$ cat config.mk
export PLATFORM = sky130hd
export DESIGN_NAME = tsae_row_rule
export DESIGN_NICKNAME = d
export VERILOG_FILES = /design/src/rtl/tsae_pkg.sv /design/src/rtl/tsae_row_rule.sv
export SDC_FILE = /design/constraint.sdc
export NUM_CORES = 1
export LEC_CHECK = 0
export BUFFER_PORTS_ARGS = -buffer_cell sky130_fd_sc_hd__buf_4
export CORE_MARGIN = 5
export CORE_UTILIZATION = 50
export DETAILED_ROUTE_END_ITERATION = 7
export GPL_TIMING_DRIVEN = 0
export PLACE_DENSITY_LB_ADDON = 0.2
export REMOVE_ABC_BUFFERS = 1
export SLEW_MARGIN = 40
export SYNTH_ARGS = -nofsm -noshare
export SYNTH_HDL_FRONTEND = slang
export SYNTH_SLANG_ARGS = --single-unit
$ cat constraint.sdc
create_clock -name vclk -period 9.7
set_clock_uncertainty 0.2 [all_clocks]
set_input_delay 1.455 -clock vclk [all_inputs]
set_output_delay 1.455 -clock vclk [all_outputs]
set_load 0.02 [all_outputs]
$ cat src/rtl/tsae_pkg.sv
// tsae_pkg: shared constants, command and cell codes, beat types for the automaton engine
// no dependencies; imported by tsae_bank, tsae_row_rule and three_state_automaton_engine_top

package tsae_pkg;

    // default lattice size
    localparam int DEF_MAX_ROWS = 64;
    localparam int DEF_MAX_COLS = 64;

    // field widths
    localparam int CMD_W  = 2;
    localparam int ROW_W  = 6;
    localparam int COL_W  = 6;
    localparam int CELL_W = 2;
    localparam int SIZE_W = 7;

    // smallest in-use size along either axis
    localparam int MIN_SIZE = 3;

    // commands
    localparam logic [CMD_W-1:0] CMD_WRITE = 2'd0;
    localparam logic [CMD_W-1:0] CMD_READ  = 2'd1;
    localparam logic [CMD_W-1:0] CMD_STEP  = 2'd2;

    // cell states
    localparam logic [CELL_W-1:0] CELL_OFF   = 2'd0;
    localparam logic [CELL_W-1:0] CELL_ON    = 2'd1;
    localparam logic [CELL_W-1:0] CELL_DYING = 2'd2;

    // an off cell with exactly this many on neighbors turns on
    localparam logic [3:0] BIRTH_COUNT = 4'd2;

    // configuration port
    localparam int PADDR_W = 4;
    localparam int PDATA_W = 32;
    localparam logic [1:0] REG_ROWS = 2'd0;
    localparam logic [1:0] REG_COLS = 2'd1;
    localparam logic [1:0] REG_WRAP = 2'd2;

    localparam logic [SIZE_W-1:0] ROWS_RESET = 7'd64;
    localparam logic [SIZE_W-1:0] COLS_RESET = 7'd64;
    localparam logic              WRAP_RESET = 1'b1;

    // command beat
    typedef struct packed {
        logic [CMD_W-1:0]  command;
        logic [ROW_W-1:0]  row;
        logic [COL_W-1:0]  col;
        logic [CELL_W-1:0] cell_value;
    } tsae_request_t;

    // result beat
    typedef struct packed {
        logic [CELL_W-1:0] read_value;
        logic [CMD_W-1:0]  command_done;
    } tsae_response_t;

    // per-row control for the update lanes
    typedef struct packed {
        logic wrap;
        logic active;
    } tsae_row_ctl_t;

endpackage

$ cat src/rtl/tsae_row_rule.sv
// tsae_row_rule: one lane per column, computes the next generation of one lattice row
// depends on tsae_pkg for cell codes, birth count and the row control struct

module tsae_row_rule
    import tsae_pkg::*;
#(
    parameter int MAX_COLS = DEF_MAX_COLS
)
(
    input  logic [MAX_COLS-1:0][CELL_W-1:0] above,
    input  logic [MAX_COLS-1:0][CELL_W-1:0] mid,
    input  logic [MAX_COLS-1:0][CELL_W-1:0] below,
    input  logic [$clog2(MAX_COLS)-1:0]     col_last,
    input  tsae_row_ctl_t                   ctl,
    output logic [MAX_COLS-1:0][CELL_W-1:0] next_row
);

    localparam int COL_AW = $clog2(MAX_COLS);

    logic [CELL_W-1:0] above_last;
    logic [CELL_W-1:0] mid_last;
    logic [CELL_W-1:0] below_last;

    // cells of the last in-use column, the left neighbors of column 0 when wrapping
    assign above_last = above[col_last];
    assign mid_last   = mid[col_last];
    assign below_last = below[col_last];

    // one lane per column
    always_comb
    begin
        logic [CELL_W-1:0] nb [8];
        logic [3:0]        count;
        logic              first_col;
        logic              last_col;
        logic              lane_active;

        for (int c = 0; c < MAX_COLS; c++)
        begin
            first_col   = (c == 0);
            last_col    = (COL_AW'(c) == col_last);
            lane_active = ctl.active && (COL_AW'(c) <= col_last);

            // straight above and below
            nb[0] = above[c];
            nb[1] = below[c];

            // left neighbors
            if (first_col)
            begin
                nb[2] = ctl.wrap ? above_last : CELL_OFF;
                nb[3] = ctl.wrap ? mid_last   : CELL_OFF;
                nb[4] = ctl.wrap ? below_last : CELL_OFF;
            end
            else
            begin
                nb[2] = above[c-1];
                nb[3] = mid[c-1];
                nb[4] = below[c-1];
            end

            // right neighbors
            if (last_col)
            begin
                nb[5] = ctl.wrap ? above[0] : CELL_OFF;
                nb[6] = ctl.wrap ? mid[0]   : CELL_OFF;
                nb[7] = ctl.wrap ? below[0] : CELL_OFF;
            end
            else if (c < MAX_COLS - 1)
            begin
                nb[5] = above[c+1];
                nb[6] = mid[c+1];
                nb[7] = below[c+1];
            end
            else
            begin
                nb[5] = CELL_OFF;
                nb[6] = CELL_OFF;
                nb[7] = CELL_OFF;
            end

            // count on neighbors, dying ones do not count
            count = '0;
            for (int k = 0; k < 8; k++)
            begin
                count = count + {3'd0, (nb[k] == CELL_ON)};
            end

            // state rule, cells outside the in-use region keep their value
            if (!lane_active)
            begin
                next_row[c] = mid[c];
            end
            else
            begin
                case (mid[c])
                    CELL_DYING: next_row[c] = CELL_OFF;
                    CELL_ON:    next_row[c] = CELL_DYING;
                    default:    next_row[c] = (count == BIRTH_COUNT) ? CELL_ON : CELL_OFF;
                endcase
            end
        end
    end

endmodule

# After elaboration in Yosys (flattened, before gate mapping)
# Index checks and enable logic that the tools add are counted.
# totals
register_bits	0
output_inout_bits	128
word_cells	1424
# op_classes
addsub	448
order_cmp	65
eq_ne	578
muxes	268
n_reduce_logical	65
# op_table
op	count
$add A4 B1 Y4	256
$eq A2 B1 Y1 const B	387
$mux W6	64
$add A3 B1 Y4	64
$eq A4 B2 Y1 const B	64
$pmux W2 S2	64
$add A2 B1 Y3	64
$eq A6 B6 Y1 const A	32
$le A6 B6 Y1 const A	32
$mux W2	73
$add A1 B1 Y2	64
$eq A2 B2 Y1 const B	64
$eq A5 B6 Y1 const A	16
$le A5 B6 Y1 const A	16
$logic_and A1 B1 Y1	64
$mux W1	64
$eq A4 B6 Y1 const A	8
$le A4 B6 Y1 const A	8
$bmux W2 S6	3
$eq A3 B6 Y1 const A	4
$le A3 B6 Y1 const A	4
$eq A2 B6 Y1 const A	2
$le A1 B6 Y1 const A	2
$le A2 B6 Y1 const A	2
3 further kinds	3

# Depth between registers and ports, before layout
# Gate-level depths: netlist of run 1.
# logic_depth
ltp_word	14
mapped_depth	20
ltp_nobuf	16

# Worst setup path before layout of run 1
# Ideal clock, no wire load.
# synth_path
kind	input port to output port
from	in col_last[1]
to	out next_row[0] (netlist name)
arrival_ns	5.874
required_time_ns	8.045
setup_slack_ns	2.171
path_stages	17
path_cell_list	buf_2 buf_2 buf_2 mux4_2 a22oi_1 o21ai_0 or3_1 o211a_1 fa_1 inv_1 fa_1 fa_1 inv_1 ha_1 fa_1 nand4b_1 o22ai_1
# synth_rtl
item	line_no	text
from (decl)	tsae_row_rule.sv:13	input logic [$clog2(MAX_COLS)-1:0] col_last,
to (decl)	tsae_row_rule.sv:15	output logic [MAX_COLS-1:0][CELL_W-1:0] next_row

==> results.md, run 1 <==
- Status: complete, no violations
- Synth cell types: 52
- Post-synth top area cell: fa_1
- Die H: between 200 and 250 µm
- Initial Util: 50.6%
- Cells after Synth: around 2200
- I/O Pins: 520
- DRT iter0 DRCs: around 1500
- Avg Synthesized Cell Area: ~8.6 µm²
- Share of layout cells above drive strength 1: 26.6%
- Vias in the first global route: between 20000 and 25000
- Hold WS: approximately 3.1 ns
- Top cells by area, synth: fa_1, ha_1, mux4_2
- Leak Pwr: between 10 and 15 nW
- GP Congestion: about 0.95
- Total Routing Usage GR: 36.1%
- Seq_cells: 0
- CP dominant cell by count: fa_1
- Vias: about 19000
- Width of the die: approximately 210 µm
- RSZ-0062 raised after global routing: false
- Worst setup EP type: output pin
- Setup violations, final: 0
- Number of routed nets with antenna violations: 0
- Final Cell Area: ~24000 µm²
- Drt first pass iters: 6
- Top-area cell type share of the netlist area: 26.9%
- Synth cell count leaders: fa_1, ha_1, inv_1
- Synth Cell Area: 19100 µm²
- Nets: roughly 3600
- Number of gates resized after cts: 0
- Final wirelength: slightly below 80000 µm
- VDD IR-drop max: between 30 and 40 µV
- Area of the multi-input gates: ~18000 µm²
- DRC violations left: 0
- Placed Cells: roughly 3200
- Largest net degree at the start of global routing: just over 60
- Final HPWL DP: 66400 µm
- Crit Path Category: in2out
- Startpoint Class: input pin
- Flip-flop and latch area: 0 µm²
- Placed inst area: approximately 24000 µm²
- Core Footprint: about 38000 µm²
- Final-report max-slew violation count: 0
- Final period util: a little under nine tenths
- Synth warn: 0
- Slowest-stage cell, CP: mux4_2
- Area Growth Syn to Fin: 23.5%
- Via/cell ratio: 6.14
- Final Hold Vio Count: 0
- CP cell instances: buf_8, buf_16, mux4_2, a22oi_1, a21oi_1, or3_1, o211a_1, fa_1, inv_1, fa_1, fa_1, inv_1, ha_1, fa_1, nand4b_1, o22ai_1, buf_4
- I/O Buffers: 520
- Overflow after GRT: 0
- Critical path required time: a little over 8 ns
- Total power: roughly 1.6 mW
- Initial antenna violation count: 5
- Post-route insts no fill: roughly 3200
- Final Critical Period: between 8 and 9 ns
- Row Count: 71
- Relative slew slack: 47.5%
- Slew @ Worst Pin: just under 0.8 ns
- Fmax achieved: approximately 120 MHz
- # fillers: about 3300
- Die ar.: ~42000 µm²
- Max-cap violation count: 0
- Post-CTS Hold Fix Bufs: 0
- First-pass GRT wire length: between 100000 and 150000 µm
- Sequential share of the synthesized area: 0%
- Crit Path Max Fanout: between 50 and 60
- TNS Setup: 0 ns
- # clk buffers: 0
- Routed WL per cell: between 20 and 25 µm
- Setup Fix Bufs, Post-CTS: 0
- Core Util, Final: a little over three fifths
- Min-delay worst type: in2out
- PD cells: about 66 nW/µm²
- Pre-CTS WS: between 1 and 1.5 ns
- CP Data Arrival Time: ~6.7 ns
- CP peak stage delay: ~0.57 ns
- Setup ws final: 1.38 ns
-- critical path, delay by kind of cell --
kind,cells,cell delay [ns]
buf+inv,5,1.02
compound gates,4,0.83
simple gates,2,0.45
mux,1,0.57
fa+ha+maj,5,2.23
-- cell usage in the layout (no fill, tap or decap), drive strengths merged, types with 19 or more instances in the layout --
cell type,n
a21oi,138
a22oi,28
a31oi,38
buf,529
fa,256
ha,256
inv,256
mux2,63
mux2i,60
mux4,85
nand2,171
nand2b,21
nand3,115
nand4b,36
nor2,137
nor2b,123
nor3,19
nor3b,19
o21ai,189
-- kinds of logic after synthesis --
kind of cell	Yosys count	share of synthesized area, %
multiplexers	208	16.9
buffers and inverters	347	7.19
adder cells (fa/ha/maj)	512	43.7
AND/OR/NAND/NOR	682	18.2
AO/OA/AOI/OAI	468	14.0
-- layer usage --
metal	up-vias	wire length [µm]	global-route usage [%]
met2	1019	36800	60.8
met5	-	13	0
li1	8729	-	-
met1	9484	29700	45.3
met3	226	7830	7.58
met4	2	4100	15.2
-- worst paths after layout --
check / from / end / slack, ns / cells past startpoint
setup / recovery: col_last[0] / next_row[0] / 1.38 / 17
hold / removal: mid[99] / next_row[99] / 3.06 / 3
-- power by group --
group          switching [mW]     total, mW  internal (mW)
combinational           0.868          1.57          0.698
clock                       0  0.0000000392   0.0000000391
sequential                  0             0              0
-- area by class of cell --
cell class | count | share of cell area, %
well taps | 511 | 2.72
diodes | 5 | 0.0531
repair buffers | 529 | 17.5
inverters | 256 | 4.08
multi-input cells | 1870 | 75.7
Power figures use the tool's default switching activity.
==> inputs of run 2 (changes only) <==
Settings changed: ABC_CLOCK_PERIOD_IN_PS set to 9700, BUFFER_PORTS_ARGS -buffer_cell sky130_fd_sc_hd__buf_4 to unset, DONT_BUFFER_PORTS set to 1.
==> results.md, run 2 (same netlist as run 1, synthesis figures left out) <==
- PD cells: 65.3 nW/µm² (-1.8%)
- Max-cap violation count: 0 (unchanged)
- Status: complete, no violations
- Cell internal pwr: 535 µW (-23%)
- Hold depth: 2 (-1)
- Most frequent cells in the layout: inv_1, fa_1, ha_1
- Hold_sp: mid[114]
- Psw: 743 µW (-14%)
- TNS Setup: 0 ns (unchanged)
- Core Util, Final: 52.0% (-11 points)
- Total Routing Usage GR: 34.6% (-1.6 points)
- Flip-flop and latch area: 0 µm² (unchanged)
- Setup Fix Bufs, Post-CTS: 0 (unchanged)
- Routed WL per cell: 28.6 µm (+16%)
- Worst setup EP type: output pin
- Largest net degree at the start of global routing: 130 (+110%)
- Slew @ Worst Pin: 0.868 ns (+0.0817 ns)
- Initial Util: 50.6% (unchanged)
- First-pass GRT wire length: 111000 µm (-5.9%)
- GP Congestion: 0.985 (+3.9%)
- DRT iter0 DRCs: 1356 (-11%)
- Setup violations, final: 0 (unchanged)
- Crit Path Category: in2out
- CP Data Arrival Time: 6.21 ns (-0.45 ns)
- Clock network fraction of total power: 0% (unchanged)
- Relative slew slack: 41.6% (-5.9 points)
- I/O Pins: 520 (unchanged)
- Fmax achieved: 127 MHz (+5.8%)
- Vias in the first global route: 18284 (-11%)
- Area Growth Syn to Fin: 2.70%
- Final wirelength: 75700 µm (-3.5%)
- Reg power frac: 0% (unchanged)
- Number of gates resized after cts: 0 (unchanged)
- Startpoint Class: input pin
- Net Sw Frac: 58.1% (+2.7 points)
- Total power: 1.28 mW (-18%)
- Final-report max-slew violation count: 0 (unchanged)
- VDD IR-drop max: 28.5 µV (-5.5%)
- Vias: 17360 (-11%)
- # clk buffers: 0 (unchanged)
- Overflow after GRT: 0 (unchanged)
- Post-CTS Hold Fix Bufs: 0 (unchanged)
- RSZ-0062 raised after global routing: false
- Initial antenna violation count: 1 (-4)
- Seq_cells: 0 (unchanged)
- Number of routed nets with antenna violations: 0 (unchanged)
- Final period util: 81.1% (-4.7 points)
- Min-delay worst type: in2out
- Row Count: 71 (unchanged)
- Nets: 3039 (-15%)
- DRC violations left: 0 (unchanged)
- Die ar.: 42200 µm² (unchanged)
- # fillers: 3657 (+9.9%)
- Share of layout cells above drive strength 1: 8.72% (-18 points)
- Leak Pwr: 8.90 nW (-22%)
- Critical path required time: 8.05 ns (about the same)
- I/O Buffers: 0 (-100%)
- Width of the die: 205 µm (unchanged)
- Via/cell ratio: 6.56 (+6.9%)
- Final Hold Vio Count: 0 (unchanged)
- Final Critical Period: 7.86 ns (-0.455 ns)
- Crit Path Max Fanout: 105 (+88%)
- Logic pwr share: 100.0% (about the same)
- Worst hold endpoint: next_row[114]
- Drt first pass iters: 7 (+1)
- Die H: 205 µm (unchanged)
- Core Footprint: 37700 µm² (unchanged)
- Final HPWL DP: 63400 µm (-4.6%)
-- run 2: worst max path at each step --
| stage | from | cells after the start | endpoint |
|---|---|---|---|
| global route | col_last[1] | 15 | next_row[0] |
| finish | col_last[1] | 15 | next_row[0] |
| detailed placement | col_last[1] | 15 | next_row[0] |
| CTS | col_last[1] | 15 | next_row[0] |
| global placement | col_last[2] | 15 | next_row[0] |
| floorplan | col_last[2] | 15 | next_row[0] |
-- run 2: through the flow --
| stage | cells | cell area [µm²] | worst slack [ns] | hold WS, ns |
|---|---|---|---|---|
| final | 2646 | 19600 | 1.84 | 2.87 |
| after floorplan | 2126 | 18700 | 2.49 | 2.87 |
| after CTS | 2644 | 19600 | 2.00 | 2.86 |
| after global routing | 2644 | 19600 | 1.82 | 2.87 |
| after global placement | 2637 | 19300 | 0.662 | 2.91 |
| after detailed placement | 2644 | 19600 | 2.02 | 2.86 |
-- run 2: power groups by stage --
stage | combinational (mW) | sequential, mW | clock [mW]
6_report | 1.28 | 0 | 0.0000000277
3_3_place_gp | 1.20 | 0 | 0
2_1_floorplan | 0.952 | 0 | 0
5_1_grt | 1.45 | 0 | 0
4_1_cts | 1.28 | 0 | 0
3_5_place_dp | 1.26 | 0 | 0
-- run 2: metal layers --
| layer | part of all wire [%] | vias to the layer above | track usage (%) |
|---|---|---|---|
| met5 | 0.018 | - | 0 |
| met4 | 5.2 | 2 | 14.5 |
| met3 | 11 | 194 | 11.6 |
| met2 | 47 | 925 | 56.9 |
| met1 | 37 | 8565 | 41.5 |
| li1 | - | 7674 | - |
-- run 2: critical path, cell delays in order --
cell and delay (ns):
nor2_2 0.49, a22oi_1 0.20, nand4_1 0.13, o31ai_1 0.19
or3_1 0.45, o211a_1 0.26, fa_1 0.49, inv_1 0.06
fa_1 0.52, fa_1 0.55, inv_1 0.04, ha_1 0.21
fa_1 0.39, o21a_1 0.19, o22ai_1 0.50
-- run 2: cell type report --
type               instances  area (µm²)  area share, %
diodes                     2        5.00         0.0256
inverters                256         961           4.91
multi-input cells       1870       17800           91.0
well taps                511         639           3.26
repair buffers             7         153          0.779
==> inputs of run 3 (changes only) <==
Settings changed: ABC_CLOCK_PERIOD_IN_PS 9700 to 6600.
Clock period 9.7 ns to 6.6 ns, I/O delays scaled along.
==> results.md, run 3 (same netlist as run 1, synthesis figures left out) <==
- Status: finished, violations left
- Failing checks: setup timing
- Met1 wire length: 28000 µm (+0.42%)
- Row Count: 71 (unchanged)
- I/O Buffers: 0 (unchanged)
- Startpoint Class: input pin
- Number of routed nets with antenna violations: 0 (unchanged)
- # fillers: 3653 (-0.11%)
- First-pass GRT wire length: 111000 µm (about the same)
- Slew @ Worst Pin: 0.875 ns (+0.00700 ns)
- Flip-flop and latch area: 0 µm² (unchanged)
- Critical path required time: 5.41 ns (-2.64 ns)
- Worst setup EP type: output pin
- I/O Pins: 520 (unchanged)
- Core Footprint: 37700 µm² (unchanged)
- VDD IR-drop max: 41.8 µV (+47%)
- DR WL met2: 35200 µm (about the same)
- Die H: 205 µm (unchanged)
- Width of the die: 205 µm (unchanged)
- Routed WL per cell: 28.6 µm (about the same)
- Leak Pwr: 8.91 nW (about the same)
- Via/cell ratio: 6.59 (+0.38%)
- CP Data Arrival Time: 5.46 ns (-0.75 ns)
- Drt first pass iters: 6 (-1)
- DRT iter0 DRCs: 1463 (+7.9%)
- Seq_cells: 0 (unchanged)
- Area Growth Syn to Fin: 2.87%
- GP Congestion: 0.985 (unchanged)
- Share of layout cells above drive strength 1: 8.86% (+0.14 points)
- Relative slew slack: 41.1% (-0.47 points)
- Die ar.: 42200 µm² (unchanged)
- Largest net degree at the start of global routing: 130 (unchanged)
- Final-report max-slew violation count: 0 (unchanged)
- Nets: 3039 (unchanged)
- Most frequent cells in the layout: inv_1, fa_1, ha_1
- Final Hold Vio Count: 0 (unchanged)
- Total power: 1.88 mW (+47%)
- Vias in the first global route: 18296 (+0.066%)
- Placed inst area: 19600 µm² (unchanged)
- Min-delay worst type: in2out
- Final HPWL DP: 63400 µm (unchanged)
- Setup ws final: -0.0519 ns (-1.89 ns)
- Final Critical Period: roughly 6.7 ns
- Crit Path Category: in2out
- Core Util, Final: 52.1% (+0.086 points)
- PD cells: 95.9 nW/µm² (+47%)
- Vias: 17440 (+0.46%)
- Initial antenna violation count: 1 (unchanged)
- RSZ-0062 raised after global routing: true
- Pre-CTS WS: -0.148 ns (-2.17 ns)
- # clk buffers: 0 (unchanged)
- Max Used Layer: met5
- Total Routing Usage GR: 34.6% (about the same)
- Final Cell Area: 19600 µm² (+0.17%)
- Initial Util: 50.6% (unchanged)
- Setup violations, final: 1 (+1)
- Fmax achieved: around 150 MHz
- Crit Path Max Fanout: 129 (+23%)
- Met3 WL post-DR: 8580 µm (-0.88%)
- Final wirelength: 75800 µm (+0.12%)
- Max-cap violation count: 0 (unchanged)
- DRC violations left: 0 (unchanged)
- Final period util: 101%
- Overflow after GRT: 0 (unchanged)
## run 3: changes by cell type in the layout (fill, tap and decap cells not counted)
| cell | before | now |
|---|---|---|
| nor2b_1 | 119 | 118 |
| o31ai_1 | 7 | 6 |
| o22ai_4 | 0 | 1 |
| nor3_4 | 0 | 1 |
| nor2b_2 | 2 | 3 |
| o22ai_1 | 9 | 8 |
| nor3_2 | 2 | 1 |
| o31ai_2 | 0 | 1 |
| diode_2 | 2 | 4 |
## run 3: layout make-up
cell class	instances	area, µm²	share of cell area (%)
Timing Repair Buffer	7	153	0.778
Tap cell	511	639	3.26
Antenna cell	4	10.0	0.0510
Multi-Input combinational cell	1870	17900	91.0
Inverter	256	961	4.90
## run 3: power breakdown
group | internal, mW | total [mW] | switching [mW] | leakage, nW
clock network | 0.0000000152 | 0.0000000153 | 0 | 0.0000231
registers | 0 | 0 | 0 | 0
logic | 0.789 | 1.88 | 1.09 | 8.91
## run 3: final timing paths
kind | from | end | cells past startpoint
worst max-delay path | col_last[0] | next_row[0] | 14
worst min-delay path | ctl[0] | next_row[0] | 1
## run 3: timing repair
action,4_1_cts,5_1_grt
setup endpoints to repair,1,3
gates resized for setup,1,4
buffers inserted,0,0
hold buffers,0,0
## run 3: per-stage QoR
stage / setup TNS, ns / hold WS (ns) / instances
2_1_floorplan: 0 / 1.94 / 2126
3_3_place_gp: -47.02 / 1.98 / 2637
3_5_place_dp: -0.148 / 1.93 / 2644
4_1_cts: 0 / 1.93 / 2644
5_1_grt: -0.151 / 1.89 / 2644
6_report: -0.0519 / 1.89 / 2648
## run 3: routing by layer
layer / GRT usage [%] / vias up
met5: 0 / -
met4: 14.5 / 2
met3: 11.7 / 213
met2: 57.0 / 911
met1: 41.5 / 8631
li1: - / 7683
## run 3: worst max-delay path: stages
cell      delay, ns
mux4_2         0.64
a32oi_1        0.17
o21ai_0        0.14
or3_1          0.39
o211a_1        0.26
fa_1           0.49
inv_1          0.06
fa_1           0.52
fa_1           0.55
inv_1          0.04
ha_1           0.21
fa_1           0.48
nand4b_1       0.16
o22ai_4        0.26
